`src/rtl/mps_pkg.sv`:
```
// Package with shared types, constants and status codes for the power sequence block.
`default_nettype none
package mps_pkg;
	localparam int WORD_BITS_DEF   = 64;
	localparam int LENGTH_BITS_DEF = 32;
	localparam int MOD_BITS        = 63;
	localparam int IDX_BITS        = 32;

	typedef enum logic [1:0] {
		ST_OK       = 2'd0,
		ST_PAST_END = 2'd1,
		ST_BAD_BASE = 2'd2
	} status_t;

	typedef enum logic {
		ACT_START = 1'b0,
		ACT_NEXT  = 1'b1
	} action_t;

	typedef enum logic [2:0] {
		S_IDLE,
		S_MUL,
		S_RED,
		S_QUO,
		S_OUT
	} state_t;

	typedef enum logic [1:0] {
		OP_MULMOD,
		OP_QUO
	} op_t;

	// Control from the sequencer to the modular unit.
	typedef struct packed {
		logic start;
		op_t  op;
	} unit_ctl_t;
endpackage
`default_nettype wire

```
`src/rtl/mps_unit.sv`:
```
// Shared bit-serial modular unit: product mod n, and Shoup quotient w*2^W/n.
`default_nettype none
module mps_unit
	import mps_pkg::*;
#(
	parameter int WORD_BITS = WORD_BITS_DEF
) (
	input  wire logic                clk,
	input  wire logic                arst_n,
	input  wire unit_ctl_t           ctl,
	input  wire logic [MOD_BITS-1:0] x,
	input  wire logic [MOD_BITS-1:0] y,
	input  wire logic [MOD_BITS-1:0] n,
	output logic                     done,
	output logic [MOD_BITS-1:0]      rem,
	output logic [WORD_BITS-1:0]     quo
);
	localparam int PB = 2 * MOD_BITS;
	localparam int CW = $clog2(PB + 1);

	// Multiplication is done with a 32x32 multiplier as four partial products, then the
	// 126-bit product is reduced one bit per cycle. The quotient shifts in zeros.
	logic            busy_q;
	logic            done_q;
	op_t             op_q;
	logic [2:0]      mph_q;
	logic            mulph_q;
	logic [PB-1:0]   prod_q;
	logic [CW-1:0]   cnt_q;
	logic [MOD_BITS-1:0] r_q;
	logic [WORD_BITS-1:0] q_q;
	logic [31:0]     xa, yb;
	logic [63:0]     pp;
	logic [MOD_BITS:0] r2;
	logic            ge;
	logic            inbit;

	assign pp = {32'd0, xa} * {32'd0, yb};
	always_comb begin
		xa = mph_q[0] ? {1'b0, x[MOD_BITS-1:32]} : x[31:0];
		yb = mph_q[1] ? {1'b0, y[MOD_BITS-1:32]} : y[31:0];
		inbit = (op_q == OP_MULMOD) ? prod_q[PB-1] : 1'b0;
		r2 = {r_q, inbit};
		ge = (r2 >= {1'b0, n});
	end

	always_ff @(posedge clk or negedge arst_n) begin
		if (!arst_n) begin
			busy_q  <= 1'b0;
			done_q  <= 1'b0;
			mulph_q <= 1'b0;
			mph_q   <= '0;
			op_q    <= OP_MULMOD;
			prod_q  <= '0;
			cnt_q   <= '0;
			r_q     <= '0;
			q_q     <= '0;
		end else begin
			done_q <= 1'b0;
			if (ctl.start) begin
				busy_q <= 1'b1;
				op_q   <= ctl.op;
				mph_q  <= '0;
				mulph_q <= (ctl.op == OP_MULMOD);
				prod_q <= '0;
				if (ctl.op == OP_MULMOD) begin
					r_q   <= '0;
					cnt_q <= CW'(PB);
				end else begin
					r_q   <= y;
					cnt_q <= CW'(WORD_BITS);
				end
				q_q <= '0;
			end else if (busy_q) begin
				if (mulph_q) begin
					prod_q <= prod_q + (PB'(pp) << (32 * (int'(mph_q[0]) + int'(mph_q[1]))));
					mph_q  <= mph_q + 3'd1;
					if (mph_q == 3'd3) mulph_q <= 1'b0;
				end else begin
					r_q    <= ge ? MOD_BITS'(r2 - {1'b0, n}) : r2[MOD_BITS-1:0];
					q_q    <= {q_q[WORD_BITS-2:0], ge};
					prod_q <= prod_q << 1;
					cnt_q  <= cnt_q - CW'(1);
					if (cnt_q == CW'(1)) begin
						busy_q <= 1'b0;
						done_q <= 1'b1;
					end
				end
			end
		end
	end
	assign done = done_q;
	assign rem = r_q;
	assign quo = q_q;
endmodule
`default_nettype wire

```
`config.mk`:
```
export PLATFORM = sky130hd
export DESIGN_NAME = mps_unit
export DESIGN_NICKNAME = d
export VERILOG_FILES = /design/src/rtl/mps_pkg.sv /design/src/rtl/mps_unit.sv
export SDC_FILE = /design/constraint.sdc
export NUM_CORES = 2
export LEC_CHECK = 0
export ABC_AREA = 0
export BUFFER_PORTS_ARGS = -buffer_cell sky130_fd_sc_hd__buf_2
export CAP_MARGIN = 25
export CORE_UTILIZATION = 23
export CTS_CLUSTER_SIZE = 25
export DETAILED_ROUTE_END_ITERATION = 10
export GPL_TIMING_DRIVEN = 0
export PLACE_DENSITY_LB_ADDON = 0.2
export SYNTH_ARGS = -nofsm -noshare
export SYNTH_HDL_FRONTEND = slang
export SYNTH_SLANG_ARGS = --single-unit
```
`constraint.sdc`:
```
create_clock -name clk -period 14 [get_ports clk]
set_clock_uncertainty 0.05 [all_clocks]
set_input_delay 1.4 -clock clk [delete_from_list [all_inputs] [get_ports clk]]
set_output_delay 1.4 -clock clk [all_outputs]
set_load 0.01 [all_outputs]
```
; ---- After elaboration in Yosys (flattened, before gate mapping)
; Cells that the tools add are included.
; W data, S select, Z words.
[totals]
reg_bits = 268
latch_bits = 0
ram_bits = 0
mem_bits_ro = 0
input_bits = 194
output_inout_bits = 128
elab_cells = 59
n_memories = 0
[classes]
n_addsub = 5
mul = 1
div = 0
magnitude_cmp = 1
eq_ne = 3
n_shift = 1
n_mux = 33
bitwise_logic = 0
reduce_logical = 6
[op_table]
columns = operator, count
row1 = $mux W126, 3
row2 = $mux W63, 5
row3 = $mux W64, 3
row4 = $add A126 B126 Y126, 1
row5 = $shl A64 B7 Y126, 1
row6 = $ge A64 B63 Y1, 1
row7 = $mul A32 B32 Y64, 1
row8 = $mux W32, 2
row9 = $sub A63 B63 Y63, 1
row10 = $mux W7, 3
row11 = $mux W1, 13
row12 = $mux W3, 3
row13 = $eq A7 B1 Y1 const B, 1
row14 = $sub A7 B1 Y7 const B, 1
row15 = $mux W6, 1
row16 = $logic_not A2 Y1, 2
row17 = $reduce_and A2 Y1, 2
row18 = $reduce_bool A2 Y1, 2
row19 = $add A3 B1 Y3 const B, 1
row20 = $eq A3 B2 Y1 const B, 1
row21 = $add A1 B1 Y2, 1
row22 = $ne A2 B2 Y1 const B, 1

; ---- Logic depth before layout (Yosys ltp)
[depth]
depth_word = 7
mapped_depth = 47
mapped_depth_nobuf = 42

; ---- Worst setup path after synthesis
; Ideal clock, no wire load.
[synth_timing]
path_type = input -> register
from = input y[37]
to = register prod_q[120]
setup_time_ns = 0.131
t_arrival_ns = 11.381
required_ns = 13.819
slack_ns = 2.437
cell_stages = 39
n_path_buf = 1
path_cell_list = mux2i_1 > clkbuf_1 > nor2_1 > fa_1 > fa_1 > fa_1 > inv_1 > fa_1 > inv_1 > fa_1 > inv_1 > fa_1 > inv_1 > fa_1 > fa_1 > ha_1 > nand4_1 > or3_1 > [3 not listed] > a31oi_1 > o31ai_1 > a31oi_1 > xor2_1 > mux2i_1 > nor2b_1 > ha_1 > a21o_1 > a21o_1 > a21boi_1 > o21ai_1 > a221o_1 > a31o_1 > a221oi_1 > o41ai_1 > a221oi_1 > xor2_1 > o21ai_1
[synth_via]
elab_chain_len = 7
[synth_lines]
columns = element, line_no
row1 = "start, declared", mps_unit.sv:12  ; input wire logic [MOD_BITS-1:0] y,
row2 = $mux W32, mps_unit.sv:41  ; yb = mph_q[1] ? {1'b0, y[MOD_BITS-1:32]} : y[31:0];
row3 = $mul A32 B32 Y64, mps_unit.sv:38  ; assign pp = {32'd0, xa} * {32'd0, yb};
row4 = $shl A64 B7 Y126, mps_unit.sv:76  ; prod_q <= prod_q + (PB'(pp) << (32 * (int'(mph_q[0]) + int'(mph_q[1]))));
row5 = $add A126 B126 Y126, mps_unit.sv:76
row6 = $mux W126, mps_unit.sv:75  ; if (mulph_q) begin
row7 = $mux W126, mps_unit.sv:74  ; end else if (busy_q) begin
row8 = $mux W126, mps_unit.sv:60  ; if (ctl.start) begin
row9 = "end signal, assigned", mps_unit.sv:76
row10 = "end signal, assigned", mps_unit.sv:82  ; prod_q <= prod_q << 1;
row11 = "end, declared", mps_unit.sv:28  ; logic [PB-1:0] prod_q;
; No other way between the ends. The select of a mux whose other input is x is not followed.
; A chain may end at the register's enable or synchronous reset.

; ---- Worst setup path in the final report
[layout_timing]
from = register mph_q[0]
to = register prod_q[121]
[layout_via]
elab_chain_len = 7
word_cells_on_any_way = 8
classes_between = add/sub: 2 / mul: 1 / shift: 1 / mux: 4
[layout_lines]
columns = element, line_no
row1 = "start, declared", mps_unit.sv:26  ; logic [2:0] mph_q;
row2 = "start signal, assigned", mps_unit.sv:77  ; mph_q <= mph_q + 3'd1;
row3 = $mux W32, mps_unit.sv:40  ; xa = mph_q[0] ? {1'b0, x[MOD_BITS-1:32]} : x[31:0];
row4 = $mul A32 B32 Y64, mps_unit.sv:38
row5 = $shl A64 B7 Y126 (*), mps_unit.sv:76
row6 = $add A126 B126 Y126 (*), mps_unit.sv:76
row7 = $mux W126 (*), mps_unit.sv:75
row8 = $mux W126 (*), mps_unit.sv:74
row9 = $mux W126 (*), mps_unit.sv:60
; Mark *: on every way between the ends. The rest lies on a longest branch, timed or not. The select of a mux whose other input is x is not followed.

==> results_dict.tcl <==
set metrics [dict create \
    status "finished, violations left" \
    violations "design-rule violations" \
    crit_path_start_kind "flip-flop" \
    layout.cells.most_common_list "980 x sky130_fd_sc_hd__inv_1, 898 x sky130_fd_sc_hd__fa_1, 881 x sky130_fd_sc_hd__nand2_1" \
    clk_tree_root_cell "sky130_fd_sc_hd__clkbuf_16" \
    tritoncts_num_sinks 268 \
    placeableCoreArea_mm2 0.252 \
    route.detailed.wl_per_inst_um 26.9 \
    port_buffers 320 \
    crit_path_required_time_ns 14.40 \
    num-nets-final 9081 \
    yosysWarnings 0 \
    r2r.worst_path.cells 44 \
    path_common_cell "sky130_fd_sc_hd__fa_1" \
    hold_end "op_q[1]$_DFFE_PN0P_" \
    post_cts_clock_slew_at_the_launch_and_capture_registers_of_the_worst_setup_and_hold_paths_ns 0.06 \
    cts_inserted_buffers 39 \
    clock_tree.htree_level_count 2 \
    final-hold-violation-count 0 \
    max_freq_mhz 72.6 \
    slowest_stage "sky130_fd_sc_hd__fa_1" \
    min-delay-path-class "flip-flop to flip-flop" \
    async_reset_ff_share_pct 100 \
    area_of_the_die_mm2 0.255 \
    io-pin-count 322 \
    drt_drc_violations_left 92 \
    timing.critical_path.to_type "flip-flop" \
    hold_depth 1 \
    final_min_period_over_clock_period_pct 98.4 \
    timing.rr.start "mph_q[0]$_DFFE_PN0P_" \
    max_slew_violation_count 0 \
    synthFlopType "sky130_fd_sc_hd__dfrtp_1" \
    routed_wirelength_um 294000 \
    worst_path_arrival_time_ns 14.18 \
    floorplan.rows 184 \
    ys_seq_elements 268 \
    critical_path.reg2reg.endpoint "prod_q[121]$_DFFE_PN0P_" \
    setup_total_negative_slack_ns 0 \
    number_of_enable_type_register_cells_in_the_synthesized_netlist 0 \
    tightestPinTransition_ns 1.13 \
    clock_insertion_delay_worst_skew_ns 0.61 \
    antenna_violating_nets_post_route 0 \
    netlist-cell-type-count 96 \
    critical_path.max_fanout 10 \
    start_util_pct 23.2 \
    detail_route.vias_per_cell 5.02 \
    max-slew-margin-rel_pct 24.6 \
    hpwl_um 249000 \
    synth.avg_cell_area_um2 8.21 \
    layout_setup_ws_ns 0.221 \
    unrepaired_setup_endpoints_after_global_routing "yes" \
    die_w_um 505 \
    grt_pass1_vias 56200 \
    dieHeight_um 505 \
    drt-initial-drc-count 4874 \
    tritoncts "yes" \
    max_buffers_root_to_sink 3 \
    max-cap-violations 0 \
    final_core_density_pct 26.7 \
    syn2layout_area_growth_pct 15.3 \
    setup.reg_to_reg.worst_slack_ns 0.22 \
    drtPass1Iterations 9 \
    critical_path.max_stage_delay_ns 0.62 \
    netlist_area_mm2 0.0583 \
    synth.net_count 8644 \
    grtUsageTotal_pct 22.7 \
    finalCriticalPeriod_ns 13.78 \
    final_common_cell "sky130_fd_sc_hd__inv_1" \
    critical_path.top_delay_family "adder cells" \
    placement.setup.worst_slack_ns -2.03 \
    grt_first_pass_wirelength_um 418000 \
    num_vias 54800 \
    place.gp.congestion 0.980 \
    ys_seq_area_share_pct 11.5 \
    antenna_found_initial 20 \
    postSynthCellCount 7097 \
    post_route_cells_drive_above_1_share_pct 10.1 \
    fillCellCount 27600 \
    worst-path-buf-inv 10 \
    min-delay-start "op_q[1]$_DFFE_PN0P_" \
    grt_start_max_net_pins 101 \
    crit_type "flip-flop to flip-flop" \
    grt_overflow 0 \
    setup_viol 0 \
]
-- state kept, by name, summed over array words and instances (netlist names) --
name	cells
op_q	2
prod_q	126
done	1
cnt_q	7
mulph_q	1
mph_q	3
quo	64
busy_q	1
rem	63
-- routing by layer --
| metal | GRT usage [%] | share of wire, % | vias to the layer above |
|---|---|---|---|
| li1 | - | - | 24000 |
| met3 | 3.44 | 6.4 | 477 |
| met4 | 9.26 | 4.9 | 10 |
| met1 | 30.2 | 43 | 28300 |
| met2 | 36.5 | 45 | 2074 |
| met5 | 0 | 0.020 | - |
-- synth_stat cells (all sizes together) (12+ instances only) --
| cell type | n | share of area, % |
|---|---|---|
| xor2 | 81 | 1.2 |
| a221oi | 13 | 0.20 |
| a21o | 162 | 2.1 |
| o31ai | 23 | 0.35 |
| nand4 | 100 | 1.1 |
| nor2b | 54 | 0.58 |
| a21boi | 20 | 0.26 |
| o22ai | 32 | 0.35 |
| nor2 | 880 | 5.7 |
| nand2b | 31 | 0.33 |
| or3 | 19 | 0.20 |
| inv | 980 | 6.3 |
| and4 | 12 | 0.18 |
| a22oi | 108 | 1.4 |
| and2 | 41 | 0.44 |
| a21oi | 449 | 3.9 |
| a211oi | 55 | 0.72 |
| o21a | 38 | 0.49 |
| clkbuf | 332 | 2.1 |
| o21bai | 66 | 0.85 |
| o21ai | 329 | 2.8 |
| mux2 | 67 | 1.3 |
| nand2 | 884 | 5.7 |
| and3 | 21 | 0.23 |
| nor3 | 48 | 0.45 |
| o211ai | 18 | 0.24 |
| xnor2 | 161 | 2.4 |
| mux2i | 111 | 1.9 |
| dfrtp | 268 | 12 |
| nand3 | 64 | 0.55 |
| nor4 | 12 | 0.13 |
| buf | 77 | 0.57 |
| fa | 898 | 31 |
| a31oi | 42 | 0.46 |
| ha | 455 | 9.8 |
-- how the worst max path moves through the flow --
stage | depth (start not counted) | end | from | slack (ns)
after floorplan | 39 | prod_q[120]$_DFFE_PN0P_ | y[37] | 2.44
after global placement | 38 | prod_q[120]$_DFFE_PN0P_ | mph_q[0]$_DFFE_PN0P_ | -2.93
after detailed placement | 39 | prod_q[120]$_DFFE_PN0P_ | mph_q[0]$_DFFE_PN0P_ | -2.03
after CTS | 44 | prod_q[121]$_DFFE_PN0P_ | mph_q[0]$_DFFE_PN0P_ | 0.02
after global routing | 44 | prod_q[121]$_DFFE_PN0P_ | mph_q[0]$_DFFE_PN0P_ | -0.12
final | 44 | prod_q[121]$_DFFE_PN0P_ | mph_q[0]$_DFFE_PN0P_ | 0.22
-- through the flow --
stage / hold slack (ns) / instances / area [um2]
after floorplan: 0.431 / 7097 / 58300
after global placement: 0.443 / 10800 / 64000
after detailed placement: 0.448 / 10800 / 65200
after CTS: 0.462 / 10900 / 66900
after global routing: 0.474 / 10900 / 67200
final: 0.466 / 10900 / 67200
-- cell type report --
class	count	area, um2	area share (%)
Inverter	980	3680	5.47
Multi-Input combinational cell	5440	46800	69.6
Clock buffer	53	1130	1.68
Buffer	402	1700	2.53
Tap cell	3348	4190	6.23
Sequential cell	268	6710	9.98
Antenna cell	15	37.5	0.0559
Clock inverter	16	229	0.341
Timing Repair Buffer	403	2740	4.08
-- repair_timing --
item                       4_1_cts  5_1_grt
pin swaps                        2        5
hold buffers                     0        0
setup endpoints to repair       75       41
resized for setup              112       81
cloned                           0        0
buffers inserted                 4        6
-- logic make-up (layout without fill, tap and decap cells) --
group | after synthesis | count (layout) | share of synthesized area (%)
other | 0 | 15 | 0
AO/OA/AOI/OAI | 1463 | 1463 | 15.9
buffers and inverters | 1389 | 1854 | 9.03
adder cells (fa/ha/maj) | 1353 | 1353 | 40.6
multiplexers | 178 | 178 | 3.20
AND/OR/NAND/NOR | 2203 | 2203 | 16.1
XOR/XNOR | 243 | 243 | 3.68
flip-flops | 268 | 268 | 11.5
Power is not shown: default switching activity piles up to over one toggle a cycle in this logic, so the estimate is an artifact.
